--- src/design/g4trp_pkg.sv ---
`timescale 1ns / 1ps
// ----------------------------------------------------------------------------
// g4trp_pkg
// Shared constants, types and helper functions of the gray4 row packer.
// ----------------------------------------------------------------------------
package g4trp_pkg;

	// row cache geometry
	localparam int SLOT_W     = 4;
	localparam int CACHE_ROWS = 1 << SLOT_W;
	localparam int MAX_WIDTH  = 128;
	localparam int COL_W      = $clog2(MAX_WIDTH);
	localparam int ADDR_W     = SLOT_W + COL_W;
	localparam int DEPTH      = CACHE_ROWS << COL_W;

	// field widths
	localparam int COORD_W = 12;
	localparam int COLOR_W = 16;
	localparam int CW_W    = 8;
	localparam int CH_W    = 12;
	localparam int CFG_W   = 12;
	localparam int IDX_W   = 2;

	// register indexes
	localparam logic [IDX_W-1:0] REG_WIDTH  = 2'd0;
	localparam logic [IDX_W-1:0] REG_HEIGHT = 2'd1;
	localparam logic [IDX_W-1:0] REG_AVG    = 2'd2;

	// register reset values
	localparam logic [CW_W-1:0] WIDTH_RST  = 8'd128;
	localparam logic [CH_W-1:0] HEIGHT_RST = 12'd96;

	// gray scaling: sum / 1600 == (sum * GRAY_RECIP) >> GRAY_SHIFT for sum <= 25500
	localparam logic [15:0] GRAY_RECIP = 16'd41944;
	localparam int          GRAY_SHIFT = 26;

	typedef struct packed {
		logic [CW_W-1:0] width;
		logic [CH_W-1:0] height;
		logic            avg;
	} cfg_t;

	typedef struct packed {
		logic [COL_W-1:0]   col;
		logic [COORD_W-1:0] row;
		logic [3:0]         gray;
		logic               row_ok;
		logic               col_ok;
	} ent_t;

	typedef struct packed {
		logic [7:0] data;
		logic       last;
	} out_t;

	// width register to the width in use
	function automatic logic [CW_W-1:0] eff_width(input logic [CW_W-1:0] dw);
		logic [CW_W-1:0] w;
		if (dw == '0) begin
			w = CW_W'(1);
		end else if ({24'd0, dw} > MAX_WIDTH) begin
			w = CW_W'(MAX_WIDTH);
		end else begin
			w = dw;
		end
		return w;
	endfunction

	// c * 255 / 31 == 8c + floor(7c / 31), floor(n / 31) == (n * 529) >> 14
	function automatic logic [7:0] chan5_to_8(input logic [4:0] c);
		logic [7:0]  n;
		logic [17:0] p;
		n = {c, 3'b000} - {3'b000, c};
		p = 18'(n) * 18'd529;
		return {c, 3'b000} + {5'd0, p[16:14]};
	endfunction

	// c * 255 / 63 == 4c + floor(c / 21), floor(c / 21) == (c * 49) >> 10
	function automatic logic [7:0] chan6_to_8(input logic [5:0] c);
		logic [11:0] p;
		p = 12'(c) * 12'd49;
		return {c, 2'b00} + {6'd0, p[11:10]};
	endfunction

endpackage

--- src/design/g4trp_outq.sv ---
`timescale 1ns / 1ps
// ----------------------------------------------------------------------------
// g4trp_outq
// Four-entry queue of packed bytes toward the receiver.
// ----------------------------------------------------------------------------
module g4trp_outq (
	input  logic            clk,
	input  logic            arst_n,
	input  logic            wr,
	input  g4trp_pkg::out_t wdata,
	output logic            full,
	output logic            empty,
	input  logic            pop,
	output g4trp_pkg::out_t rdata
);

	g4trp_pkg::out_t mem_q [4];
	logic [1:0]      wp_q, rp_q;
	logic [2:0]      cnt_q;
	logic            rd;

	assign full  = cnt_q == 3'd4;
	assign empty = cnt_q == 3'd0;
	assign rd    = pop && !empty;
	assign rdata = mem_q[rp_q];

	// pointers and fill count
	always_ff @(posedge clk or negedge arst_n) begin
		if (!arst_n) begin
			wp_q  <= 2'd0;
			rp_q  <= 2'd0;
			cnt_q <= 3'd0;
		end else begin
			if (wr) wp_q <= wp_q + 2'd1;
			if (rd) rp_q <= rp_q + 2'd1;
			cnt_q <= cnt_q + {2'b00, wr} - {2'b00, rd};
		end
	end

	// storage
	always_ff @(posedge clk) begin
		if (wr) mem_q[wp_q] <= wdata;
	end

endmodule

--- config.mk ---
export PLATFORM = sky130hd
export DESIGN_NAME = g4trp_outq
export DESIGN_NICKNAME = d
export VERILOG_FILES = /design/src/design/g4trp_pkg.sv /design/src/design/g4trp_outq.sv
export SDC_FILE = /design/constraint.sdc
export NUM_CORES = 1
export LEC_CHECK = 0
export ABC_AREA = 1
export BUFFER_PORTS_ARGS = -buffer_cell sky130_fd_sc_hd__buf_2
export CELL_PAD_IN_SITES_DETAIL_PLACEMENT = 0
export CELL_PAD_IN_SITES_GLOBAL_PLACEMENT = 2
export CORE_UTILIZATION = 42
export CTS_BUF_LIST = sky130_fd_sc_hd__clkbuf_4
export CTS_CLUSTER_DIAMETER = 150
export CTS_CLUSTER_SIZE = 25
export DETAILED_ROUTE_END_ITERATION = 8
export PLACE_DENSITY_LB_ADDON = 0.1
export SLEW_MARGIN = 20
export SYNTH_ARGS = -nofsm -noshare
export SYNTH_HDL_FRONTEND = slang
export SYNTH_SLANG_ARGS = --single-unit
--- constraint.sdc ---
create_clock -name clk -period 3.5 [get_ports clk]
set_input_delay 0.35 -clock clk [delete_from_list [all_inputs] [get_ports clk]]
set_output_delay 0.35 -clock clk [all_outputs]
set_load 0.01 [all_outputs]
== Word level (Yosys, flattened, before mapping) ==
Memory sizes are Yosys's and may differ from the RTL's.
Index checks and enable logic that the tools add are counted.
Storage, ports and cells
  bits of input ports: 13
  bits in registers: 7
  output and inout port bits: 11
  memories kept: 1
  word-level logic and storage cells: 14
  RAM bits: 36
Operators by class
  reductions and logical operators: 3
  equal/unequal tests: 1
  add/sub/neg operators: 4
  multiplexer cells: 2
Memories
  mem_q: depth 4, bits a word 9, rd ports 1, clocked after memory_dff 0, wr ports 1, line g4trp_outq.sv:17  | g4trp_pkg::out_t mem_q [4];
Operator list (number)
  $add 2x1->2 const B: 2
  $add 3x1->3: 1
  $eq 3x3->1 const B: 1
  $logic_not 3->1: 1
  $sub 3x1->3: 1
  $mux 1: 2
  $logic_and 1x1->1: 1
  $logic_not 1->1: 1

== Longest topological paths before layout ==
Gate-level depths: netlist of the first run.
  depth in word-level cells: 4
  gate-level depth with buffers: 12
  gate-level depth less buffers: 12

== Worst setup path after synthesis of the first run ==
No wires, ideal clock.
  path type: reg2reg
  start point: reg cnt_q[1]
  end point: reg cnt_q[1]
  setup slack: 1.668 ns
  path buffers: 0
  setup time: 0.114 ns
  period minus slack after synthesis: 1.832 ns
  required time: 3.386 ns
  arrival time: 1.719 ns
  stages on the path, launching flop included: 11
  cells stage by stage: dfrtp_1 nor2_1 nand2_1 nand2_1 inv_1 ha_1 inv_1 ha_1 inv_1 fa_1 inv_1
On the way
  cells in the longest elaborated chain, start to end: 4
  elaborated cells on any way between the ends: 5
  classes of those cells: add/sub: 2; reduce/logical: 3
RTL lines
  start: declaration: line g4trp_outq.sv:19  | logic [2:0] cnt_q;
  start signal: assignment: line g4trp_outq.sv:36  | cnt_q <= cnt_q + {2'b00, wr} - {2'b00, rd};
  $logic_not 3->1: line g4trp_outq.sv:23  | assign empty = cnt_q == 3'd0;
  $logic_not 1->1: line g4trp_outq.sv:24  | assign rd = pop && !empty;
  $logic_and 1x1->1: line g4trp_outq.sv:24
  via rd: line g4trp_outq.sv:20  | logic rd;
  $sub 3x1->3: line g4trp_outq.sv:36
The timed path passes the listed nets, and every way through them passes these cells.
A chain may end at the register's enable or synchronous reset.

==> key figures, run 1 <==
Outcome
  • Result of the run: finished clean

Critical path
  • Reg2reg path depth: 10
  • Critical path cell sequence: inv_2, o21ai_1, nand2_1, buf_2
  • Worst R2R Setup Slack: 1530 ps
  • Reg2Reg Capture Point: cnt_q[1]
  • Critical path class: reg2out
  • Critical R2R Launch: cnt_q[1]
  • CP peak stage delay: 950 ps
  • Crit path required time: 3150 ps
  • Critical Path AT: 2000 ps
  • CP max FO: 30
  • Startpoint class of the critical path: flop
  • Slowest CP cell: dfrtp_1
  • Worst setup startpoint: rp_q[0]
  • Worst setup EP type: output port

Logic synthesis
  • Synthesized flop and latch total: 43
  • Synth Cell Area: 1850 sq um
  • Syn nets: 188
  • Top-area cell type share of the netlist area: 0.586
  • Synth area leaders: edfxtp_1 (59%), dfrtp_1 (9.5%), nand2_1 (8.7%)
  • Yosys warns: 0
  • Yosys cell types: 18
  • Mapped Avg Cell Area: 11.0 sq um
  • Area leader, netlist: edfxtp_1
  • Sequential area share after synthesis: 0.681
  • Post-Synthesis Cells: 168

Drt
  • Antenna Violating Nets Remaining: 0
  • Pre-Repair DR Iteration Count: 4
  • Vias per inst: 4.67
  • Total number of vias: 1143
  • WL/cell: 12.4 microns
  • Residual DRC: 0
  • Final WL: 3.04 mm
  • Initial DRC count: 34

Timing
  • Worst slew pin tran: 902 ps
  • Hold_ws: 217 ps
  • Max Slew Vio Count: 0
  • Worst Setup Slack, final: 1150 ps
  • Hold Vio Cnt, Final: 0
  • Final Cycle Share: 0.671
  • Setup TNS: 0 ps
  • Final number of setup-violating endpoints: 0
  • Period minus WS final: 2350 ps
  • Clock Skews: 3.24 ps
  • Fmax: 426 MHz
  • Worst slew margin: 0.398
  • RSZ-0062 raised after global routing: false

Cells and area
  • Layout cell share with drive strength beyond 1: 0.169
  • Fin nets: 214
  • Area grow syn2layout: 11.8%
  • Finished Cell Area: 2060 sq um
  • Final Instance Count excl. Fillers: 245
  • Layout Utilization: 0.501
  • Ant. Diodes: 0

Placement
  • Place WS: 1520 ps
  • Routability Congestion: 0.802
  • Post-DP HPWL: 2.04 mm
  • DP Area: 2000 sq um
  • Placed Instances: 236
  • PortBufs: 23

Global route
  • Initial antenna violation count: 0
  • Met1 Track Usage GR: 0.185
  • Grt total ovfl: 0
  • Number of global-route vias before repair: 1134
  • Largest net degree at the start of global routing: 31
  • First-pass GRT wire length: 5.05 mm
  • GR met2 Demand/Resource: 0.266
  • GRT Overall Usage: 0.158
  • Met3 GRT Util: 0.0500
  • Busiest grt layer: met2

Die
  • Die width: 68.3 microns
  • Num rows: 23
  • Chip height: 68.3 microns
  • Die area: 4660 sq um
  • # IOs: 24
  • Initial Utilization: 0.448
  • Core area: 4120 sq um

Power
  • Max rail drop VDD: 0.425 mV
  • PwrDens: 774 nW/um^2
  • Leakage dissipation: 0.941 nW
  • Total power: 1.60 mW

Clock tree
  • Clk slew on worst S/H paths: 110 ps
  • Worst-Skew Late Latency: 340 ps
  • H-tree levels: 2
  • Root buffer cell: clkbuf_4
  • CTS buffer count: 5
  • PostCTS Resize Cnt: 0
  • CTS max path bufs: 2
  • Clock sink count: 43
  • CTS tree: yes

Worst hold path
  • Worst hold start: wdata[8]
  • HP Class: in2reg
  • Hold depth: 1
  • Worst hold path endpoint: mem_q[3][8]

Flow run
  • Max-Cap Viols: 0
-- worst max-delay path: cells and delay by family (launching register included) --
family / cells / cell delay [ps]
flip-flops: 1 / 950
buffers and inverters: 2 / 410
AO/OA/AOI/OAI: 1 / 230
AND/OR/NAND/NOR: 1 / 70
-- worst max path at each step --
stage | endpoint | slack [ps] | cells after the start
floorplan | cnt_q[1] | 1670 | 10
global placement | rdata[3] | 1560 | 4
detailed placement | cnt_q[2] | 1520 | 11
CTS | rdata[0] | 1160 | 4
global route | rdata[1] | 960 | 4
finish | rdata[0] | 1150 | 4
-- layer usage --
| metal | routed length [microns] | vias to the layer above |
|---|---|---|
| met1 | 1430 | 529 |
| met3 | 92 | 4 |
| met2 | 1480 | 21 |
| met5 | 0 | - |
| met4 | 42 | 0 |
| li1 | - | 589 |
-- power by group --
group / switching, mW / internal (mW)
logic: 0.356 / 0.218
registers: 0.102 / 0.684
clock network: 0.143 / 0.0939
-- layout by cell type, fill, tap and decap left out, types with 2 or more instances in the layout --
cell type / instances
o21ai_1: 15
nand3_1: 2
clkbuf_4: 7
nand2_1: 43
nor2_1: 19
ha_1: 6
buf_2: 23
xor2_1: 2
inv_1: 23
edfxtp_1: 36
dfrtp_1: 7
inv_2: 2
o21ai_0: 4
-- synth_stat cells --
cell type and n:
edfxtp_1 36, o21ai_1 15, ha_1 6, o21ai_0 4, dfrtp_1 7, nor3_1 1
xor2_1 2, buf_2 3, nand3_1 2, buf_4 1, inv_1 23, inv_2 2
nand2_1 43, xnor2_1 1, fa_1 1, nor2_1 19, clkinv_1 1, clkbuf_2 1
-- cells by family (layout without fill, tap and decap cells) --
logic type                 count (synthesis)  after routing  synth area share
AOI/OAI and AO/OA                         19             19            0.0515
adders and majority gates                  7              7            0.0515
buffers and inverters                     31             58            0.0678
DFF                                       43             43             0.681
and+or+nand+nor                           65             65             0.134
xor gates and xnor gates                   3              3            0.0142
-- repair_timing --
item | in CTS | in global routing
buffers inserted | 0 | 0
hold buffers | 1 | 0
hold endpoints to repair | 7 | 0
-- area by class of cell --
type,count,area [sq um]
clock buffers,7,52.6
clock inverters,1,5.00
fillers,385,2050
inverters,26,97.6
multi-input cells,94,464
flip-flops and latches,43,1260
well taps,50,62.6
repair buffers,24,125
-- flip-flops by register name (all words and copies together), names as in the netlist --
| register | count |
|---|---|
| cnt_q | 3 |
| mem_q | 36 |
| rp_q | 2 |
| wp_q | 2 |
Note: power is estimated with default switching activity, not from simulation.
==> run 2, diff against run 1 <==
Settings changed: CORE_UTILIZATION 42 to 35.
Clock period 3.5 ns to 2 ns, I/O delays scaled along.
==> run 2 against run 1 <==
  * Total power rose by 86%
  * Via count increased by 3.8%
  * Design area increased by 3.7%
  * Hold slack worse by 160 ps
  * Count of clock-buffer cells in the layout is 2 lower
  * Utilization fell by 8.2 points
  * Die area grew 19%
  * Critical endpoint is now cnt_q[1]
  * Combinational power increased by 100%
  * Global-route usage shrank 2.2 points
  * Sequential power rose by 63%
  * Setup slack got worse by 990 ps
==> key figures, run 2 (same netlist as run 1, synthesis figures left out) <==
Outcome
  • Result of the run: finished clean

Drt
  • Residual DRC: 0
  • Initial DRC count: 60
  • Vias per inst: 4.41
  • WL/cell: 12.0 microns
  • Pre-Repair DR Iteration Count: 2
  • Final WL: 3.22 mm
  • Antenna Violating Nets Remaining: 0
  • Total number of vias: 1187

Cells and area
  • Fin nets: 218
  • Biggest regs: mem_q (36), cnt_q (3)
  • Sequential Area: 1260 sq um
  • Largest register FFs: 36
  • Area of the multi-input gates: 467 sq um
  • Area grow syn2layout: 15.9%
  • Ant. Diodes: 0
  • Finished Cell Area: 2140 sq um
  • Most frequent cells in the layout: nand2_1 (42), edfxtp_1 (36), inv_1 (23), buf_2 (23), nor2_1 (19)
  • Fillers: 529
  • Commonest non-fill, non-tap cell in the layout: nand2_1
  • Top reg by flops: mem_q
  • Layout cell share with drive strength beyond 1: 0.186

Placement
  • DP Area: 2040 sq um
  • Routability Congestion: 0.675
  • Post-DP HPWL: 2.22 mm
  • PortBufs: 23

Clock tree
  • Clock sink count: 43
  • Root buffer cell: clkbuf_4
  • Clk slew on worst S/H paths: 130 ps
  • Worst-Skew Late Latency: 350 ps
  • CTS max path bufs: 2
  • H-tree levels: 2
  • CTS buffer count: 5
  • CTS tree: yes

Global route
  • Grt total ovfl: 0
  • First-pass GRT wire length: 5.32 mm
  • GRT Overall Usage: 0.135
  • Initial antenna violation count: 0
  • Number of global-route vias before repair: 1165
  • Largest net degree at the start of global routing: 20

Timing
  • Max Slew Vio Count: 0
  • Worst slew pin tran: 467 ps
  • Hold Vio Cnt, Final: 0
  • Fmax: 544 MHz
  • RSZ-0062 raised after global routing: false
  • Setup TNS: 0 ps
  • Final number of setup-violating endpoints: 0
  • Worst slew margin: 0.689
  • Period minus WS final: 1840 ps
  • Clock Skews: 14.9 ps
  • Final Cycle Share: 0.919

Critical path
  • Startpoint class of the critical path: flop
  • Critical Path AT: 2090 ps
  • Worst setup EP type: flop
  • Critical path class: reg2reg
  • Crit path required time: 2260 ps
  • CP max FO: 5

Flow run
  • Max-Cap Viols: 0

Die
  • Core area: 5110 sq um
  • Die width: 74.6 microns
  • Die area: 5570 sq um
  • Num rows: 26
  • Chip height: 74.6 microns
  • # IOs: 24
  • Initial Utilization: 0.361

Worst hold path
  • HP Class: in2reg

Power
  • Leakage dissipation: 0.967 nW
  • Max rail drop VDD: 0.617 mV
  • PwrDens: 1390 nW/um^2
==> run 2: what timing repair did <==
action | CTS | global route
gates resized for setup | 0 | 1
setup endpoints to repair | 0 | 2
hold buffers | 1 | 0
setup buffers | 0 | 1
hold endpoints to repair | 7 | 0
==> run 2: worst max-delay path: stages (launching register included) <==
cell     delay, ps
dfrtp_1        410
nor2_1         120
nand2_2         90
nand2_1         90
inv_1           50
ha_1           260
inv_1           50
ha_1           120
inv_1           40
fa_1           470
inv_1           40
==> run 2: report_power, final <==
part / internal (mW) / switching, mW / leakage (nW)
logic: 0.430 / 0.728 / 0.511
clock network: 0.257 / 0.269 / 0.0426
registers: 1.20 / 0.0844 / 0.414
total: 1.89 / 1.08 / 0.967
==> run 2: worst paths after layout <==
check / from / slack (ps) / end / depth (start not counted)
worst max-delay path: cnt_q[0] / 160 / cnt_q[1] / 10
worst min-delay path: wdata[2] / 60 / mem_q[1][2] / 1
worst max register to register: cnt_q[0] / 160 / cnt_q[1] / 10
worst min register to register: rp_q[1] / 510 / rp_q[1] / 2
max in group asynchronous: arst_n / 1640 / wp_q[1] / 2
min in group asynchronous: arst_n / 200 / wp_q[0] / 2
==> run 2: through the flow <==
stage               hold slack (ps)   util  power, mW  cells  setup WS (ps)
floorplan                     -95.6      -       2.09    168            168
global placement               43.5  0.400       2.44    259            176
detailed placement             45.4  0.400       2.48    259            144
CTS                            43.8  0.417       3.00    268            120
global route                   38.5  0.419       3.24    269           24.8
finish                         58.3  0.419       2.97    269            162
==> run 2: cell type report <==
class	instances	share of cell area
Inverter	26	0.0456
Sequential cell	43	0.587
Tap cell	70	0.0409
Clock buffer	5	0.0175
Timing Repair Buffer	28	0.0725
Clock inverter	3	0.0181
Multi-Input combinational cell	94	0.218
==> run 2: metal layers <==
metal	GRT usage	vias to the layer above	wire, microns
met2	0.242	17	1680
li1	-	599	-
met3	0.0442	5	121
met1	0.147	566	1360
met4	0.0566	0	60
met5	0	-	0
==> run 3, diff against run 2 <==
Settings changed: CELL_PAD_IN_SITES_GLOBAL_PLACEMENT 2 to 1, CORE_UTILIZATION 35 to 47, CTS_BUF_LIST sky130_fd_sc_hd__clkbuf_4 to sky130_fd_sc_hd__clkbuf_8.
Clock period 2 ns to 1.78 ns, I/O delays scaled along.
==> run 3 against run 2 <==
  * The flow now finishes with violations (negative setup slack)
  * Clock power rose by 36%
  * Register-to-register slack got worse by 210 ps
  * Count of clock-buffer cells in the layout did not move
  * Critical endpoint unchanged
  * Highest routed layer unchanged
==> key figures, run 3 (same netlist as run 1, synthesis figures left out) <==
Outcome
  • Result of the run: complete, but fails checks
  • Failing checks: negative setup slack

Power
  • Max rail drop VDD: 0.700 mV
  • PwrDens: 1640 nW/um^2
  • Total power: 3.60 mW
  • Leakage dissipation: 0.993 nW

Critical path
  • Worst setup EP type: flop
  • Cell mode on critical path: inv_2
  • Critical R2R Launch: cnt_q[0]
  • Crit path max-delay family: adder cells
  • Crit path required time: 1970 ps
  • CP peak stage delay: 570 ps
  • Critical Path AT: 2020 ps
  • Crit path depth: 9
  • Slowest CP cell: fa_2
  • Reg2Reg Capture Point: cnt_q[1]
  • Critical path cell sequence: buf_4, buf_4, inv_1, ha_4, inv_2, ha_4, inv_2, fa_2, inv_2
  • Worst R2R Setup Slack: -50 ps
  • Startpoint class of the critical path: flop
  • Critical path class: reg2reg
  • CP max FO: 2
  • CP Buf/Inv Count: 6
  • Reg2reg path depth: 9

Timing
  • Period minus WS final: 1830 ps
  • Worst slew margin: 0.711
  • Max Slew Vio Count: 0
  • RSZ-0062 raised after global routing: true
  • Fmax: 546 MHz
  • Setup TNS: -53.0 ps
  • Worst Setup Slack, final: -53.0 ps
  • Final number of setup-violating endpoints: 1
  • Worst slew pin tran: 433 ps
  • Hold Vio Cnt, Final: 0
  • Final Cycle Share: 1.03
  • Clock Skews: 4.26 ps

Die
  • Chip height: 64.7 microns
  • Initial Utilization: 0.497
  • Die area: 4180 sq um
  • # IOs: 24
  • Num rows: 22
  • Core area: 3720 sq um
  • Die width: 64.7 microns

Drt
  • Pre-Repair DR Iteration Count: 4
  • WL/cell: 12.4 microns
  • Total number of vias: 1159
  • Vias per inst: 4.62
  • Residual DRC: 0
  • Final WL: 3.11 mm
  • Antenna Violating Nets Remaining: 0
  • Initial DRC count: 52

Cells and area
  • Area grow syn2layout: 19.3%
  • Largest register FFs: 36
  • Most frequent cells in the layout: nand2_1 (42), edfxtp_1 (36), buf_2 (23)
  • Fin nets: 222
  • Ant. Diodes: 0
  • Top reg by flops: mem_q
  • Final Instance Count excl. Fillers: 251
  • Layout cell share with drive strength beyond 1: 0.241
  • Commonest non-fill, non-tap cell in the layout: nand2_1
  • Biggest regs: mem_q (36), cnt_q (3)
  • Finished Cell Area: 2200 sq um

Worst hold path
  • Worst hold path endpoint: mem_q[0][1]
  • Hold depth: 1
  • HP Class: in2reg
  • Worst hold start: wdata[1]

Global route
  • Grt total ovfl: 0
  • Number of global-route vias before repair: 1156
  • Initial antenna violation count: 0
  • GRT Overall Usage: 0.176
  • Largest net degree at the start of global routing: 20
  • First-pass GRT wire length: 5.22 mm

Placement
  • PortBufs: 23
  • DP Area: 2030 sq um
  • Routability Congestion: 0.747
  • Place WS: -20.0 ps
  • Placed Instances: 239
  • Post-DP HPWL: 2.06 mm

Clock tree
  • CTS max path bufs: 2
  • H-tree levels: 2
  • Root buffer cell: clkbuf_8
  • CTS buffer count: 5
  • Clk slew on worst S/H paths: 80 ps
  • Worst-Skew Late Latency: 290 ps
  • CTS tree: yes
  • Clock sink count: 43

Flow run
  • Max-Cap Viols: 0
## run 3: cell type report
type,count,area [sq um]
fillers,324,1510
flip-flops and latches,43,1260
multi-input cells,94,494
repair buffers,32,185
inverters,26,97.6
clock buffers,5,68.8
well taps,48,60.1
clock inverters,3,38.8
## run 3: layer usage
metal	global-route usage	up-vias	wire, microns
met5	0	-	0
met4	0.0833	0	51
met3	0.0387	6	117
met2	0.312	26	1540
met1	0.199	519	1400
li1	-	608	-
## run 3: worst max-delay path by stage
| stage | startpoint | end |
|---|---|---|
| 3_3_place_gp | cnt_q[0] | cnt_q[1] |
| 6_report | cnt_q[0] | cnt_q[1] |
| 2_1_floorplan | cnt_q[1] | cnt_q[1] |
| 5_1_grt | cnt_q[1] | cnt_q[1] |
| 4_1_cts | cnt_q[0] | cnt_q[2] |
| 3_5_place_dp | cnt_q[0] | cnt_q[2] |
## run 3: timing repair
action | in CTS | in global routing
hold endpoints to repair | 7 | 0
pin swaps | 0 | 4
buffers inserted | 2 | 1
setup endpoints to repair | 2 | 10
hold buffers | 1 | 0
gates resized for setup | 0 | 10
## run 3: through the flow
stage | util | hold WS [ps]
2_1_floorplan | - | -118
3_3_place_gp | 0.546 | 19.5
3_5_place_dp | 0.546 | 28.0
4_1_cts | 0.582 | 93.3
5_1_grt | 0.593 | 94.6
6_report | 0.593 | 95.1
## run 3: report_power, final
part / internal [mW] / leakage (nW) / total, mW / switching, mW
registers: 1.35 / 0.413 / 1.47 / 0.124
logic: 0.575 / 0.524 / 1.41 / 0.838
clock network: 0.410 / 0.0556 / 0.715 / 0.305
total: 2.34 / 0.993 / 3.60 / 1.27
