`config.mk`:
```
export PLATFORM = sky130hd
export DESIGN_NAME = g4trp_front
export DESIGN_NICKNAME = d
export VERILOG_FILES = /design/src/design/g4trp_pkg.sv /design/src/design/g4trp_front.sv
export SDC_FILE = /design/constraint.sdc
export NUM_CORES = 1
export LEC_CHECK = 0
export BUFFER_PORTS_ARGS = -buffer_cell sky130_fd_sc_hd__buf_2
export CORE_MARGIN = 2
export CORE_UTILIZATION = 56
export CTS_CLUSTER_DIAMETER = 40
export DETAILED_ROUTE_END_ITERATION = 8
export GPL_TIMING_DRIVEN = 0
export PLACE_DENSITY = 0.79
export SETUP_SLACK_MARGIN = 0.3
export SYNTH_ARGS = -nofsm -noshare
export SYNTH_HDL_FRONTEND = slang
export SYNTH_SLANG_ARGS = --single-unit
```
`constraint.sdc`:
```
create_clock -name clk -period 17.45 [get_ports clk]
set_clock_uncertainty 0.15 [all_clocks]
set_input_delay 0.8725 -clock clk [delete_from_list [all_inputs] [get_ports clk]]
set_output_delay 0.8725 -clock clk [all_outputs]
set_load 0.005 [all_outputs]
```
`src/design/g4trp_pkg.sv`:
```
`timescale 1ns / 1ps
// ----------------------------------------------------------------------------
// g4trp_pkg
// Shared constants, types and helper functions of the gray4 row packer.
// ----------------------------------------------------------------------------
package g4trp_pkg;

	// row cache geometry
	localparam int SLOT_W     = 4;
	localparam int CACHE_ROWS = 1 << SLOT_W;
	localparam int MAX_WIDTH  = 128;
	localparam int COL_W      = $clog2(MAX_WIDTH);
	localparam int ADDR_W     = SLOT_W + COL_W;
	localparam int DEPTH      = CACHE_ROWS << COL_W;

	// field widths
	localparam int COORD_W = 12;
	localparam int COLOR_W = 16;
	localparam int CW_W    = 8;
	localparam int CH_W    = 12;
	localparam int CFG_W   = 12;
	localparam int IDX_W   = 2;

	// register indexes
	localparam logic [IDX_W-1:0] REG_WIDTH  = 2'd0;
	localparam logic [IDX_W-1:0] REG_HEIGHT = 2'd1;
	localparam logic [IDX_W-1:0] REG_AVG    = 2'd2;

	// register reset values
	localparam logic [CW_W-1:0] WIDTH_RST  = 8'd128;
	localparam logic [CH_W-1:0] HEIGHT_RST = 12'd96;

	// gray scaling: sum / 1600 == (sum * GRAY_RECIP) >> GRAY_SHIFT for sum <= 25500
	localparam logic [15:0] GRAY_RECIP = 16'd41944;
	localparam int          GRAY_SHIFT = 26;

	typedef struct packed {
		logic [CW_W-1:0] width;
		logic [CH_W-1:0] height;
		logic            avg;
	} cfg_t;

	typedef struct packed {
		logic [COL_W-1:0]   col;
		logic [COORD_W-1:0] row;
		logic [3:0]         gray;
		logic               row_ok;
		logic               col_ok;
	} ent_t;

	typedef struct packed {
		logic [7:0] data;
		logic       last;
	} out_t;

	// width register to the width in use
	function automatic logic [CW_W-1:0] eff_width(input logic [CW_W-1:0] dw);
		logic [CW_W-1:0] w;
		if (dw == '0) begin
			w = CW_W'(1);
		end else if ({24'd0, dw} > MAX_WIDTH) begin
			w = CW_W'(MAX_WIDTH);
		end else begin
			w = dw;
		end
		return w;
	endfunction

	// c * 255 / 31 == 8c + floor(7c / 31), floor(n / 31) == (n * 529) >> 14
	function automatic logic [7:0] chan5_to_8(input logic [4:0] c);
		logic [7:0]  n;
		logic [17:0] p;
		n = {c, 3'b000} - {3'b000, c};
		p = 18'(n) * 18'd529;
		return {c, 3'b000} + {5'd0, p[16:14]};
	endfunction

	// c * 255 / 63 == 4c + floor(c / 21), floor(c / 21) == (c * 49) >> 10
	function automatic logic [7:0] chan6_to_8(input logic [5:0] c);
		logic [11:0] p;
		p = 12'(c) * 12'd49;
		return {c, 2'b00} + {6'd0, p[11:10]};
	endfunction

endpackage

```
`src/design/g4trp_front.sv`:
```
`timescale 1ns / 1ps
// ----------------------------------------------------------------------------
// g4trp_front
// Accepts pixels, classifies them against the image size and converts the
// color to 4-bit gray in three stages, then queues them for the back end.
// ----------------------------------------------------------------------------
module g4trp_front (
	input  logic                          clk,
	input  logic                          arst_n,
	input  g4trp_pkg::cfg_t               cfg,
	input  logic                          push,
	output logic                          full,
	input  logic [g4trp_pkg::COORD_W-1:0] pixel_x,
	input  logic [g4trp_pkg::COORD_W-1:0] pixel_y,
	input  logic [g4trp_pkg::COLOR_W-1:0] color,
	output logic                          ent_valid,
	output g4trp_pkg::ent_t               ent,
	input  logic                          ent_pop
);

	logic            v_s1, v_s2, v_s3;
	logic [7:0]      r8_s1, g8_s1, b8_s1;
	logic [14:0]     sum_s2;
	g4trp_pkg::ent_t e_s1, e_s2, e_s3;
	logic            mv1, mv2, mv3, take;
	logic [30:0]     prod;
	g4trp_pkg::ent_t q_q [2];
	logic            wp_q, rp_q;
	logic [1:0]      cnt_q;

	// stage moves
	assign mv3  = v_s3 && (cnt_q != 2'd2);
	assign mv2  = v_s2 && (!v_s3 || mv3);
	assign mv1  = v_s1 && (!v_s2 || mv2);
	assign full = v_s1 && !mv1;
	assign take = push && !full;
	assign prod = 31'(sum_s2) * 31'(g4trp_pkg::GRAY_RECIP);

	// stage valid bits
	always_ff @(posedge clk or negedge arst_n) begin
		if (!arst_n) begin
			v_s1 <= 1'b0;
			v_s2 <= 1'b0;
			v_s3 <= 1'b0;
		end else begin
			if (take) v_s1 <= 1'b1;
			else if (mv1) v_s1 <= 1'b0;
			if (mv1) v_s2 <= 1'b1;
			else if (mv2) v_s2 <= 1'b0;
			if (mv2) v_s3 <= 1'b1;
			else if (mv3) v_s3 <= 1'b0;
		end
	end

	// stage 1: classify and expand channels
	always_ff @(posedge clk) begin
		if (take) begin
			r8_s1       <= g4trp_pkg::chan5_to_8(color[15:11]);
			g8_s1       <= g4trp_pkg::chan6_to_8(color[10:5]);
			b8_s1       <= g4trp_pkg::chan5_to_8(color[4:0]);
			e_s1.col    <= pixel_x[g4trp_pkg::COL_W-1:0];
			e_s1.row    <= pixel_y;
			e_s1.gray   <= 4'd0;
			e_s1.row_ok <= pixel_y < cfg.height;
			e_s1.col_ok <= pixel_x < {4'd0, cfg.width};
		end
	end

	// stage 2: weighted sum
	always_ff @(posedge clk) begin
		if (mv1) begin
			sum_s2 <= 15'(r8_s1) * 15'd30 + 15'(g8_s1) * 15'd59 + 15'(b8_s1) * 15'd11;
			e_s2   <= e_s1;
		end
	end

	// stage 3: scale to four bits
	always_ff @(posedge clk) begin
		if (mv2) begin
			e_s3 <= {e_s2.col, e_s2.row,
				prod[g4trp_pkg::GRAY_SHIFT+3:g4trp_pkg::GRAY_SHIFT],
				e_s2.row_ok, e_s2.col_ok};
		end
	end

	// two-entry item queue to the back end
	always_ff @(posedge clk or negedge arst_n) begin
		if (!arst_n) begin
			wp_q  <= 1'b0;
			rp_q  <= 1'b0;
			cnt_q <= 2'd0;
		end else begin
			if (mv3) wp_q <= !wp_q;
			if (ent_pop) rp_q <= !rp_q;
			cnt_q <= cnt_q + {1'b0, mv3} - {1'b0, ent_pop};
		end
	end

	always_ff @(posedge clk) begin
		if (mv3) q_q[wp_q] <= e_s3;
	end

	assign ent_valid = cnt_q != 2'd0;
	assign ent       = q_q[rp_q];

endmodule

```
Word level (Yosys, flattened, before mapping)
Memories as Yosys holds them, arrays and structs flattened.
Cells that the tools add are included.
{"block": "word_totals", "regBits": 113, "ram_bits": 50, "inputBits": 65, "out_inout_bits": 27, "elab_cells": 68, "memories": 1}
{"memory": "q_q", "depth": 2, "word_bits": 25, "read_ports": 1, "rd_ports_with_merged_regs": 0, "wr": 1, "line_no": "g4trp_front.sv:27", "source": "g4trp_pkg::ent_t q_q [2];"}
{"block": "op_classes", "n_addsub": 9, "n_mul": 7, "n_lt_le_gt_ge": 2, "n_eq_ne": 1, "muxes": 8, "reduce_logical": 17}
{"operator": "multiplier 8 x 10 -> 17 bit (second input constant)", "n": 2}
{"operator": "multiplier 15 x 13 -> 27 bit (second input constant)", "n": 1}
{"operator": "multiplier 8 x 4 -> 12 bit (second input constant)", "n": 2}
{"operator": "adder 8 x 3 -> 8 bit", "n": 2}
{"operator": "subtractor 8 x 5 -> 8 bit", "n": 2}
{"operator": "adder 13 x 14 -> 15 bit", "n": 1}
{"operator": "adder 15 x 12 -> 15 bit", "n": 1}
{"operator": "multiplier 8 x 6 -> 14 bit (second input constant)", "n": 1}
{"operator": "< comparator 12 bit", "n": 1}
{"operator": "< comparator 12 x 8 -> 1 bit", "n": 1}
{"operator": "multiplier 6 x 6 -> 12 bit (second input constant)", "n": 1}
{"operator": "adder 8 x 2 -> 8 bit", "n": 1}
{"operator": "2-to-1 mux 1 bit", "n": 8}
{"operator": "nonzero test 2 bit", "n": 4}
{"operator": "logical NOT 1 bit", "n": 6}
{"operator": "logical AND 1 bit", "n": 5}
{"operator": "adder 2 x 1 -> 2 bit", "n": 1}
{"operator": "logical OR 1 bit", "n": 2}
{"operator": "inequality test 2 bit (second input constant)", "n": 1}
{"operator": "subtractor 2 x 1 -> 2 bit", "n": 1}

Longest topological paths before layout
Gate-level depths: netlist of run 1.
{"block": "logic_depth", "depth_word": 11, "ltp_mapped": 21, "mapped_depth_nobuf": 21}

Worst setup path before layout of run 1
OpenSTA, ideal clock, no wires.
{"block": "synth_timing", "path_type": "reg2reg", "start": "register r8_s1[0]", "end": "register sum_s2[14] (data pin)", "setup_ns": 0.272, "arrival_ns": 5.312, "required_ns": 17.028, "path_slack_ns": 11.716, "stages_incl_launch_ff": 20, "n_path_buf": 0, "period_less_slack_ns": 5.734, "cell_sequence": "edfxtp_1 > fa_1 > fa_1 > ha_1 > a21o_1 > a21oi_1 > o21ai_1 > or4_1 > nand2_1 > xnor2_1 > ha_1 > inv_1 > fa_1 > fa_1 > inv_1 > ha_1 > nand2_1 > o21bai_4 > and3_1 > or4_1"}
{"block": "synth_via", "elab_chain_cells": 3}
{"item": "start: declaration", "line_no": "g4trp_front.sv:22", "source": "logic [7:0] r8_s1, g8_s1, b8_s1;"}
{"item": "start signal: assignment", "line_no": "g4trp_front.sv:58", "source": "r8_s1 <= g4trp_pkg::chan5_to_8(color[15:11]);"}
{"item": "multiplier 8 x 4 -> 12 bit", "line_no": "g4trp_front.sv:72", "source": "sum_s2 <= 15'(r8_s1) * 15'd30 + 15'(g8_s1) * 15'd59 + 15'(b8_s1) * 15'd11;"}
{"item": "adder 13 x 14 -> 15 bit", "line_no": "g4trp_front.sv:72"}
{"item": "adder 15 x 12 -> 15 bit", "line_no": "g4trp_front.sv:72"}
{"item": "end signal: assignment", "line_no": "g4trp_front.sv:72"}
{"item": "end: declaration", "line_no": "g4trp_front.sv:23", "source": "logic [14:0] sum_s2;"}
No other way between the ends.
A chain may end at the register's enable or synchronous reset.

Final worst setup path of run 1
Ends and elaborated chain as after synthesis.

==> results of run 1 <==
-- sequential cells by signal, summed over array words and instances, names as in the netlist --
| register | flops |
|---|---|
| sum_s2 | 15 |
| v_s2 | 1 |
| rp_q | 1 |
| b8_s1 | 8 |
| v_s1 | 1 |
| g8_s1 | 8 |
| q_q | 50 |
| e_s2 | 21 |
| v_s3 | 1 |
| e_s1 | 21 |
| r8_s1 | 8 |
| wp_q | 1 |
| cnt_q | 2 |
| e_s3 | 25 |
-- kinds of logic after synthesis --
group | count (synthesis) | synth area share (%)
AO/OA/AOI/OAI | 109 | 5.32
XOR/XNOR | 41 | 2.63
adder cells (fa/ha/maj) | 381 | 42.2
buffers and inverters | 268 | 7.38
flip-flops | 163 | 35.6
multiplexers | 26 | 2.13
AND/OR/NAND/NOR | 123 | 4.78
-- critical path: stages, from the launching register on --
cell and delay [ps]:
sky130_fd_sc_hd__edfxtp_1 510, sky130_fd_sc_hd__fa_1 610, sky130_fd_sc_hd__fa_1 470, sky130_fd_sc_hd__ha_1 300, sky130_fd_sc_hd__a21o_1 170, sky130_fd_sc_hd__a21oi_1 220
sky130_fd_sc_hd__o21ai_1 130, sky130_fd_sc_hd__or4_1 470, sky130_fd_sc_hd__nand2_1 100, sky130_fd_sc_hd__xnor2_1 140, sky130_fd_sc_hd__ha_1 270, sky130_fd_sc_hd__inv_1 70
sky130_fd_sc_hd__fa_1 430, sky130_fd_sc_hd__fa_1 540, sky130_fd_sc_hd__inv_1 40, sky130_fd_sc_hd__ha_1 360, sky130_fd_sc_hd__nand2_1 100, sky130_fd_sc_hd__o21bai_4 200
sky130_fd_sc_hd__and3_1 140, sky130_fd_sc_hd__or4_1 530
-- placed cells by master, fill, tap and decap left out, types with 12 or more instances in the layout --
cell	n
sky130_fd_sc_hd__a21o_1	17
sky130_fd_sc_hd__a21oi_1	26
sky130_fd_sc_hd__buf_2	92
sky130_fd_sc_hd__clkbuf_16	17
sky130_fd_sc_hd__edfxtp_1	156
sky130_fd_sc_hd__fa_1	132
sky130_fd_sc_hd__ha_1	249
sky130_fd_sc_hd__inv_1	263
sky130_fd_sc_hd__mux2_2	25
sky130_fd_sc_hd__nand2_1	23
sky130_fd_sc_hd__nand3_1	12
sky130_fd_sc_hd__nor2_1	20
sky130_fd_sc_hd__nor3_1	15
sky130_fd_sc_hd__o21ai_0	18
sky130_fd_sc_hd__xnor2_1	32
-- layout make-up --
class | count | area [µm²]
multi-input combinational | 680 | 7800
clock inverter | 14 | 160
antenna | 2 | 5.00
tap | 324 | 405
fill | 1852 | 8930
inverter | 263 | 987
clock buffer | 18 | 439
sequential | 163 | 4860
timing repair buffer | 93 | 500
buffer | 5 | 21.3
-- worst min path at each step --
stage	from	endpoint	slack (ps)
floorplan	e_s1[0]	e_s2[0]	250
global placement	e_s1[7]	e_s2[7]	250
detailed placement	e_s1[13]	e_s2[13]	250
CTS	arst_n	rp_q	100
global route	arst_n	rp_q	110
finish	arst_n	rp_q	110
-- Yosys cell counts (9+ instances only) --
library cell / number
sky130_fd_sc_hd__inv_1: 263
sky130_fd_sc_hd__ha_1: 249
sky130_fd_sc_hd__edfxtp_1: 156
sky130_fd_sc_hd__fa_1: 132
sky130_fd_sc_hd__xnor2_1: 32
sky130_fd_sc_hd__a21oi_1: 26
sky130_fd_sc_hd__mux2_2: 25
sky130_fd_sc_hd__nand2_1: 23
sky130_fd_sc_hd__nor2_1: 21
sky130_fd_sc_hd__o21ai_0: 18
sky130_fd_sc_hd__a21o_1: 17
sky130_fd_sc_hd__nor3_1: 15
sky130_fd_sc_hd__nand3_1: 12
sky130_fd_sc_hd__xor2_1: 9
-- metal layers --
layer	track usage, %	routed length (µm)	up-vias
met2	37.3	13000	135
met4	6.39	503	0
met3	2.70	638	38
met1	24.0	10300	4003
met5	0	0	-
li1	-	-	3981
-- metrics by stage --
step	setup slack [ps]	std cells	hold WS (ps)	instance area (µm²)	utilization [%]
6_report	11240	1562	107	15200	63.0
5_1_grt	10930	1562	111	15200	63.0
4_1_cts	11220	1560	98.9	15200	62.9
3_5_place_dp	11240	1528	255	14600	60.4
3_3_place_gp	11340	1525	251	14500	60.2
2_1_floorplan	11720	1111	250	13700	-
==> load_flow_metrics.sql, run 1 <==
INSERT INTO impl_metrics (metric_group, metric, value, unit) VALUES
('placed_design', 'placement.io_buffers', '90', ''),
('setup_path', 'critPathLaunchType', 'register', ''),
('timing', 'finalHoldViolations', '0', ''),
('drt', 'number_of_drc_violations_after_detailed_routing', '0', ''),
('clocking', 'clk_pin_slew', '80', 'ps'),
('floorplanning', 'floorplan.initialDensity', '56.7', '%'),
('drt', 'postRouteWirelength', '24400', 'µm'),
('grt', 'maximum_number_of_pins_on_one_net_before_global_route_repair', '41', ''),
('grt', 'grt_antenna_before_repair', '2', ''),
('timing', 'min_period', '6210', 'ps'),
('floorplanning', 'core_area', '24100', 'µm²'),
('timing', 'fmax', '0.161', 'GHz'),
('setup_path', 'critical_path_required', '17470', 'ps'),
('grt', 'grt-ovfl-total', '0', ''),
('drt', 'antenna_left', '0', ''),
('grt', 'global_route_wire_length_before_repair', '41100', 'µm'),
('timing', 'fin_tns_setup', '0', 'ps'),
('logic_synthesis', 'synth-async-reset-ratio', '4.29', '%'),
('setup_path', 'crit_arrival', '6230', 'ps'),
('setup_path', 'reg2reg_depth', '19', ''),
('logic_synthesis', 'post_synth_edffs', '156', ''),
('logic_synthesis', 'yosysWarnings', '0', ''),
('logic_synthesis', 'synth_area_leaders', 'sky130_fd_sc_hd__edfxtp_1 34%, sky130_fd_sc_hd__ha_1 23%, sky130_fd_sc_hd__fa_1 19%, sky130_fd_sc_hd__inv_1 7.2%, sky130_fd_sc_hd__mux2_2 2.1%', ''),
('clocking', 'clkSinkCount', '163', ''),
('logic_synthesis', 'synthesis.area', '13700', 'µm²'),
('floorplanning', 'die_width', '160', 'µm'),
('floorplanning', 'std_cell_rows', '57', ''),
('floorplanning', 'design.portCount', '92', ''),
('drt', 'dr_vias', '8157', ''),
('clocking', 'cts.path.max_buffers', '2', ''),
('grt', 'global_route.usage.total', '20.1', '%'),
('floorplanning', 'design.die.area', '25700', 'µm²'),
('clocking', 'cts_buffers', '17', ''),
('timing', 'setup_repair_after_global_routing_missed_its_margin', 'no', ''),
('setup_path', 'cp_max_fo', '5', ''),
('hold_path', 'hold_path_class', 'in -> async', ''),
('flow_run', 'max_cap_violations', '0', ''),
('setup_path', 'worst-r2r-setup-slack', '11240', 'ps'),
('cells_and_area', 'area_growth', '11.1', '%'),
('clocking', 'clock_latency_reported_for_the_late_side_of_the_worst_skew_pair', '430', 'ps'),
('timing', 'relSlewSlack', '19.9', '%'),
('cells_and_area', 'drive_above_1_share', '13.1', '%'),
('clocking', 'clock_tree.htree_level_count', '4', ''),
('timing', 'slew_violations', '0', ''),
('logic_synthesis', 'synth_top_area_share', '34.3', '%'),
('logic_synthesis', 'yosysTopAreaCell', 'sky130_fd_sc_hd__edfxtp_1', ''),
('grt', 'via_count_of_the_first_global_routing_pass', '8808', ''),
('setup_path', 'critical_path.endpoint', 'sum_s2[14]', ''),
('logic_synthesis', 'post_synth_inst_count', '1111', ''),
('setup_path', 'r2r-end', 'sum_s2[14]', ''),
('logic_synthesis', 'synth_top_flop_cell', 'sky130_fd_sc_hd__edfxtp_1', ''),
('timing', 'max_slew.worst_pin.slew', '1200', 'ps'),
('clocking', 'root_buffer', 'sky130_fd_sc_hd__clkbuf_16', ''),
('clocking', 'resized_after_cts', '0', ''),
('setup_path', 'timing.critical_path.from', 'r8_s1[0]', ''),
('drt', 'drt-wirelength-per-cell', '15.6', 'µm'),
('logic_synthesis', 'yosysSeqAreaShare', '35.6', '%'),
('drt', 'post_drt_via_cell_ratio', '5.22', ''),
('placed_design', 'post-dp-hpwl', '19800', 'µm'),
('timing', 'setup_viol', '0', ''),
('floorplanning', 'die_y', '160', 'µm'),
('clocking', 'cts_post_setup_buffers_inserted', '0', ''),
('drt', 'detailedRoute.firstPassIterationCount', '5', ''),
('status', 'run_status', 'finished, final reports clean', ''),
('timing', 'layout_worst_path_cycle_share', '35.6', '%'),
('drt', 'detailedRoute.firstIterationViolations', '376', ''),
('logic_synthesis', 'yosys_register_bits', '163', ''),
('setup_path', 'worst_r2r_startpoint', 'r8_s1[0]', ''),
('logic_synthesis', 'yosys.cell_types.count', '48', ''),
('setup_path', 'timing.setup.critical_path_class', 'reg -> reg', ''),
('cells_and_area', 'final_net_count', '1669', ''),
('setup_path', 'crit_path_end_kind', 'register', ''),
('logic_synthesis', 'synth_fp_nets', '1557', ''),
('logic_synthesis', 'synth_area_per_cell', '12.3', 'µm²'),
('placed_design', 'finalWeightedCongestion', '0.844', ''),
('clocking', 'cts_tree', 'yes', ''),
('clocking', 'hold_buffers', '0', '');
Power of run 1 is left out: the tool's default activity adds up to more than one toggle a clock period on the data nets, which glitch-free logic cannot reach.
==> run 2: changes to the inputs <==
Clock period 17.45 ns to 5.85 ns, I/O delays scaled along.
==> load_flow_metrics.sql, run 2 (synthesis gave the netlist of run 1 again) <==
INSERT INTO impl_metrics (metric_group, metric, value, unit) VALUES
('setup_path', 'crit_path_end_kind', 'register', ''),
('timing', 'min_period', '5960', 'ps'),
('setup_path', 'path_buf_inv', '3', ''),
('drt', 'met2_wirelength', '14600', 'µm'),
('cells_and_area', 'drive_above_1_share', '16.8', '%'),
('cells_and_area', 'most_frequent_cells_in_the_layout', '255 x sky130_fd_sc_hd__inv_1, 242 x sky130_fd_sc_hd__ha_1, 156 x sky130_fd_sc_hd__edfxtp_1', ''),
('floorplanning', 'floorplan.initialDensity', '56.7', '%'),
('cells_and_area', 'antennaDiodeCount', '0', ''),
('floorplanning', 'design.die.area', '25700', 'µm²'),
('hold_path', 'hold_path_class', 'in -> reg', ''),
('drt', 'detailedRoute.firstIterationViolations', '456', ''),
('cells_and_area', 'fin_util', '66.3', '%'),
('cells_and_area', 'top_registers', 'q_q: 50 flops, e_s3: 25 flops', ''),
('clocking', 'cts_buffers', '17', ''),
('setup_path', 'cell_family_with_most_cp_delay', 'adder cells', ''),
('setup_path', 'maximum_cell_stage_delay_along_the_critical_path', '600', 'ps'),
('timing', 'slew_violations', '0', ''),
('drt', 'antenna_left', '0', ''),
('clocking', 'cts_tree', 'yes', ''),
('cells_and_area', 'top_register', 'q_q', ''),
('floorplanning', 'die_y', '160', 'µm'),
('cells_and_area', 'layout.cells.most_common', 'sky130_fd_sc_hd__inv_1', ''),
('placed_design', 'placement.io_buffers', '90', ''),
('drt', 'postRouteWirelength', '27100', 'µm'),
('clocking', 'clk_pin_slew', '80', 'ps'),
('drt', 'maxUsedRoutingLayer', 'met4', ''),
('grt', 'global_route.usage.total', '21.9', '%'),
('timing', 'relSlewSlack', '18.4', '%'),
('floorplanning', 'design.portCount', '92', ''),
('setup_path', 'crit_arrival', '5990', 'ps'),
('placed_design', 'placed_cells', '1528', ''),
('cells_and_area', 'finalInstanceArea', '16000', 'µm²'),
('timing', 'max_slew.worst_pin.slew', '1220', 'ps'),
('timing', 'final.setup.worst_slack', '-111', 'ps'),
('cells_and_area', 'fillCellCount', '1660', ''),
('status', 'failed_checks', 'negative setup slack', ''),
('drt', 'dr_vias', '8640', ''),
('setup_path', 'cpMaxStageDelayCell', 'sky130_fd_sc_hd__fa_1', ''),
('flow_run', 'max_cap_violations', '0', ''),
('setup_path', 'cp_max_fo', '3', ''),
('setup_path', 'critPathLaunchType', 'register', ''),
('timing', 'fmax', '0.168', 'GHz'),
('cells_and_area', 'finish.cell_count_without_fillers', '1616', ''),
('drt', 'wl_met3', '819', 'µm'),
('setup_path', 'timing.setup.critical_path_class', 'reg -> reg', ''),
('hold_path', 'hp-start', 'color[11]', ''),
('timing', 'setup_viol', '3', ''),
('drt', 'post_drt_via_cell_ratio', '5.35', ''),
('cells_and_area', 'largest_reg_flops', '50', ''),
('placed_design', 'placed_area', '14600', 'µm²'),
('drt', 'detailedRoute.firstPassIterationCount', '7', ''),
('clocking', 'cts.path.max_buffers', '2', ''),
('setup_path', 'critical_path.most_common_cell', 'sky130_fd_sc_hd__fa_1', ''),
('setup_path', 'critical_path_required', '5880', 'ps'),
('timing', 'layout_worst_path_cycle_share', '102', '%'),
('cells_and_area', 'area_growth', '17.0', '%'),
('clocking', 'root_buffer', 'sky130_fd_sc_hd__clkbuf_16', ''),
('grt', 'maximum_number_of_pins_on_one_net_before_global_route_repair', '41', ''),
('drt', 'number_of_drc_violations_after_detailed_routing', '0', ''),
('setup_path', 'path_cells', 'fa_1 > fa_1 > ha_1 > a21o_1 > a21oi_4 > buf_6 > o21ai_4 > or4_4 > nand2_4 > xnor2_2 > ha_1 > inv_1 > fa_1 > fa_1 > inv_2 > ha_4 > nand2_4 > o21bai_4 > and3_1 > or4_1', ''),
('cells_and_area', 'final_net_count', '1725', ''),
('setup_path', 'timing.critical_path.from', 'r8_s1[0]', ''),
('status', 'run_status', 'finished, violations left', ''),
('grt', 'via_count_of_the_first_global_routing_pass', '9377', ''),
('clocking', 'clock_tree.htree_level_count', '4', ''),
('floorplanning', 'core_area', '24100', 'µm²'),
('grt', 'grt-ovfl-total', '0', ''),
('placed_design', 'post-dp-hpwl', '19500', 'µm'),
('grt', 'global_route_wire_length_before_repair', '44400', 'µm'),
('clocking', 'clock_latency_reported_for_the_late_side_of_the_worst_skew_pair', '440', 'ps'),
('clocking', 'clkSinkCount', '163', ''),
('floorplanning', 'std_cell_rows', '57', ''),
('floorplanning', 'die_width', '160', 'µm'),
('timing', 'setup_repair_after_global_routing_missed_its_margin', 'yes', ''),
('drt', 'met1_length', '10800', 'µm'),
('grt', 'grt_antenna_before_repair', '0', ''),
('placed_design', 'finalWeightedCongestion', '0.842', ''),
('timing', 'finalHoldViolations', '0', ''),
('drt', 'drt-wirelength-per-cell', '16.8', 'µm'),
('setup_path', 'worst_r2r_startpoint', 'r8_s1[0]', '');
[run 2: cell count changes in the layout (fill, tap and decap cells not counted), sizes merged]
| cell | previous run | this run |
|---|---|---|
| dlygate4sd3 | 0 | 37 |
| buf | 95 | 114 |
| clkinv | 4 | 10 |
| inv | 271 | 268 |
| clkinvlp | 2 | 0 |
| diode | 2 | 0 |
| clkbuf | 21 | 20 |
[run 2: metrics by stage]
stage | TNS (ps) | hold slack (ps) | setup slack [ps]
floorplan | 0 | -153 | 201
global placement | -123 | -14.6 | -123
detailed placement | -194 | -14.3 | -187
CTS | -61.5 | 11.8 | -61.5
global route | -678 | 17.9 | -232
finish | -235 | 20.5 | -111
[run 2: layer usage]
layer  vias up  track usage (%)
li1       4102                -
met1      4255             25.4
met2       203             40.6
met3        80             3.84
met4         0             8.15
met5         -                0
[run 2: layout make-up]
class / count / area (µm²) / share of cell area [%]
multi-input combinational: 680 / 8030 / 50.2
timing repair buffer: 149 / 1050 / 6.59
inverter: 263 / 987 / 6.18
clock inverter: 15 / 201 / 1.26
buffer: 5 / 21.3 / 0.133
sequential: 163 / 4860 / 30.4
tap: 324 / 405 / 2.54
clock buffer: 17 / 425 / 2.66
[run 2: path summary, 6_finish.rpt]
kind	endpoint	slack, ps	cells past startpoint
worst max-delay path	sum_s2[14]	-110	20
worst min-delay path	r8_s1[3]	20	1
worst max register to register	sum_s2[14]	-110	20
worst min register to register	e_s3[8]	270	0
max in group asynchronous	v_s2	5340	2
min in group asynchronous	v_s1	60	2
[run 2: what timing repair did]
| item | 4_1_cts | 5_1_grt |
|---|---|---|
| pin swaps | 36 | 14 |
| endpoints found under the hold margin | 43 | 0 |
| setup buffers | 13 | 6 |
| hold buffers | 37 | 0 |
| setup endpoints to repair | 5 | 6 |
| gates resized for setup | 34 | 12 |
Power of run 2 is left out for the same reason.
==> run 3: changes to the inputs <==
Settings changed: BUFFER_PORTS_ARGS -buffer_cell sky130_fd_sc_hd__buf_2 to default, DONT_BUFFER_PORTS from default to 1, PLACE_DENSITY 0.79 to 0.75.
==> load_flow_metrics.sql, run 3 (synthesis gave the netlist of run 1 again) <==
INSERT INTO impl_metrics (metric_group, metric, value, unit) VALUES
('floorplanning', 'std_cell_rows', '57', ''),
('clocking', 'clock_tree.htree_level_count', '4', ''),
('status', 'run_status', 'finished, violations left', ''),
('placed_design', 'post-dp-hpwl', '19700', 'µm'),
('floorplanning', 'die_width', '160', 'µm'),
('clocking', 'cts.path.max_buffers', '2', ''),
('setup_path', 'timing.critical_path.from', 'r8_s1[1]', ''),
('timing', 'setup_repair_after_global_routing_missed_its_margin', 'yes', ''),
('setup_path', 'maximum_cell_stage_delay_along_the_critical_path', '600', 'ps'),
('clocking', 'clock_latency_reported_for_the_late_side_of_the_worst_skew_pair', '430', 'ps'),
('drt', 'detailedRoute.firstPassIterationCount', '4', ''),
('floorplanning', 'core_area', '24100', 'µm²'),
('setup_path', 'worst-r2r-setup-slack', '-6', 'ps'),
('cells_and_area', 'final_net_count', '1637', ''),
('cells_and_area', 'top_registers', 'q_q: 50 flops, e_s3: 25 flops', ''),
('setup_path', 'r2r-end', 'sum_s2[14]', ''),
('setup_path', 'critical_path.endpoint', 'sum_s2[14]', ''),
('grt', 'grt_antenna_before_repair', '0', ''),
('drt', 'drt-wirelength-per-cell', '16.4', 'µm'),
('cells_and_area', 'finish.cell_count_without_fillers', '1528', ''),
('setup_path', 'critical_path.most_common_cell', 'sky130_fd_sc_hd__fa_1', ''),
('floorplanning', 'floorplan.initialDensity', '56.7', '%'),
('clocking', 'cts_buffers', '17', ''),
('timing', 'layout_worst_path_cycle_share', '100', '%'),
('drt', 'number_of_drc_violations_after_detailed_routing', '0', ''),
('timing', 'fmax', '0.171', 'GHz'),
('timing', 'slew_violations', '0', ''),
('grt', 'via_count_of_the_first_global_routing_pass', '8845', ''),
('setup_path', 'timing.setup.critical_path_class', 'reg -> reg', ''),
('flow_run', 'max_cap_violations', '0', ''),
('grt', 'global_route.usage.total', '20.4', '%'),
('clocking', 'root_buffer', 'sky130_fd_sc_hd__clkbuf_16', ''),
('grt', 'grt-ovfl-total', '0', ''),
('setup_path', 'crit_cells', '18', ''),
('hold_path', 'hold_path_class', 'in -> reg', ''),
('timing', 'max_slew.worst_pin.slew', '1220', 'ps'),
('drt', 'detailedRoute.firstIterationViolations', '241', ''),
('setup_path', 'critPathLaunchType', 'register', ''),
('setup_path', 'cpMaxStageDelayCell', 'sky130_fd_sc_hd__fa_2', ''),
('grt', 'global_route_wire_length_before_repair', '41800', 'µm'),
('placed_design', 'finalWeightedCongestion', '0.840', ''),
('timing', 'finalHoldViolations', '0', ''),
('cells_and_area', 'antennaDiodeCount', '0', ''),
('timing', 'final.setup.worst_slack', '-5.63', 'ps'),
('drt', 'post_drt_via_cell_ratio', '5.31', ''),
('cells_and_area', 'layout.cells.most_common', 'sky130_fd_sc_hd__inv_1', ''),
('setup_path', 'critical_path_required', '5860', 'ps'),
('setup_path', 'worst_r2r_startpoint', 'r8_s1[1]', ''),
('status', 'failed_checks', 'negative setup slack', ''),
('setup_path', 'crit_arrival', '5870', 'ps'),
('drt', 'dr_vias', '8107', ''),
('drt', 'postRouteWirelength', '25000', 'µm'),
('floorplanning', 'design.portCount', '92', ''),
('setup_path', 'path_buf_inv', '3', ''),
('setup_path', 'path_cells', 'fa_2 > fa_1 > fa_2 > a21o_1 > a21oi_4 > buf_12 > xnor2_4 > fa_1 > inv_2 > fa_1 > fa_1 > inv_2 > ha_4 > o21a_1 > o31a_1 > o21bai_4 > and3_1 > or4_1', ''),
('timing', 'timing.hold.ws', '10.4', 'ps'),
('floorplanning', 'die_y', '160', 'µm'),
('clocking', 'cts_tree', 'yes', ''),
('setup_path', 'cell_family_with_most_cp_delay', 'adder cells', ''),
('cells_and_area', 'largest_reg_flops', '50', ''),
('placed_design', 'placed_cells', '1438', ''),
('timing', 'setup_viol', '1', ''),
('timing', 'min_period', '5860', 'ps'),
('cells_and_area', 'most_frequent_cells_in_the_layout', '253 x sky130_fd_sc_hd__inv_1, 241 x sky130_fd_sc_hd__ha_1, 156 x sky130_fd_sc_hd__edfxtp_1', ''),
('timing', 'relSlewSlack', '18.6', '%'),
('clocking', 'clk_pin_slew', '80', 'ps'),
('clocking', 'clkSinkCount', '163', ''),
('floorplanning', 'design.die.area', '25700', 'µm²'),
('cells_and_area', 'area_growth', '13.7', '%'),
('placed_design', 'placement.io_buffers', '0', ''),
('drt', 'antenna_left', '0', ''),
('cells_and_area', 'top_register', 'q_q', ''),
('setup_path', 'cp_max_fo', '4', ''),
('setup_path', 'reg2reg_depth', '18', ''),
('cells_and_area', 'drive_above_1_share', '10.8', '%'),
('grt', 'maximum_number_of_pins_on_one_net_before_global_route_repair', '41', ''),
('setup_path', 'crit_path_end_kind', 'register', '');
## run 3: cell types whose count changed in the layout (fill, tap and decap cells not counted), sizes merged
cell,before,now
buf,114,24
dlygate4sd3,37,39
## run 3: repair_timing
item / CTS / global route
gates cloned: 0 / 0
setup endpoints to repair: 6 / 7
buffers inserted: 8 / 11
hold buffers: 39 / 0
resized for setup: 24 / 21
endpoints found under the hold margin: 46 / 0
pin swaps: 15 / 23
## run 3: area by class of cell
cell class	instances	area (µm²)
repair buffers	61	596
flip-flops and latches	163	4860
clock buffers	17	425
clock inverters	15	204
plain buffers	5	21.3
inverters	263	987
multi-input cells	680	8030
well taps	324	405
fillers	1772	8580
## run 3: per-layer routing
metal	track usage (%)	vias to the layer above	routed length (µm)
met2	38.3	138	13300
met5	0	-	0
met1	23.7	3995	10300
li1	-	3926	-
met4	7.66	0	795
met3	2.83	48	590
## run 3: worst register-to-register path, cell delays in order (launching register included)
cell and delay (ps):
sky130_fd_sc_hd__edfxtp_1 460, sky130_fd_sc_hd__fa_2 600, sky130_fd_sc_hd__fa_1 460, sky130_fd_sc_hd__fa_2 370, sky130_fd_sc_hd__a21o_1 200, sky130_fd_sc_hd__a21oi_4 190
sky130_fd_sc_hd__buf_12 130, sky130_fd_sc_hd__xnor2_4 90, sky130_fd_sc_hd__fa_1 540, sky130_fd_sc_hd__inv_2 40, sky130_fd_sc_hd__fa_1 470, sky130_fd_sc_hd__fa_1 510
sky130_fd_sc_hd__inv_2 50, sky130_fd_sc_hd__ha_4 280, sky130_fd_sc_hd__o21a_1 130, sky130_fd_sc_hd__o31a_1 210, sky130_fd_sc_hd__o21bai_4 80, sky130_fd_sc_hd__and3_1 140
sky130_fd_sc_hd__or4_1 510
## run 3: how the worst min path moves through the flow
stage | startpoint | to | depth (start not counted)
finish | pixel_x[9] | e_s1[0] | 3
global route | pixel_x[9] | e_s1[0] | 3
CTS | pixel_x[9] | e_s1[0] | 3
detailed placement | arst_n | rp_q | 0
global placement | arst_n | rp_q | 0
floorplan | arst_n | cnt_q[0] | 0
## run 3: per-stage QoR
step	util (%)	setup TNS, ps	setup slack, ps	instance area (µm²)
after floorplan	-	0	201	13700
final	64.4	-5.63	-5.63	15500
after CTS	63.6	-89.5	-89.5	15300
after global routing	64.4	-394	-167	15500
after detailed placement	58.7	-351	-245	14100
after global placement	58.4	-137	-137	14100
Power of run 3 is left out for the same reason.
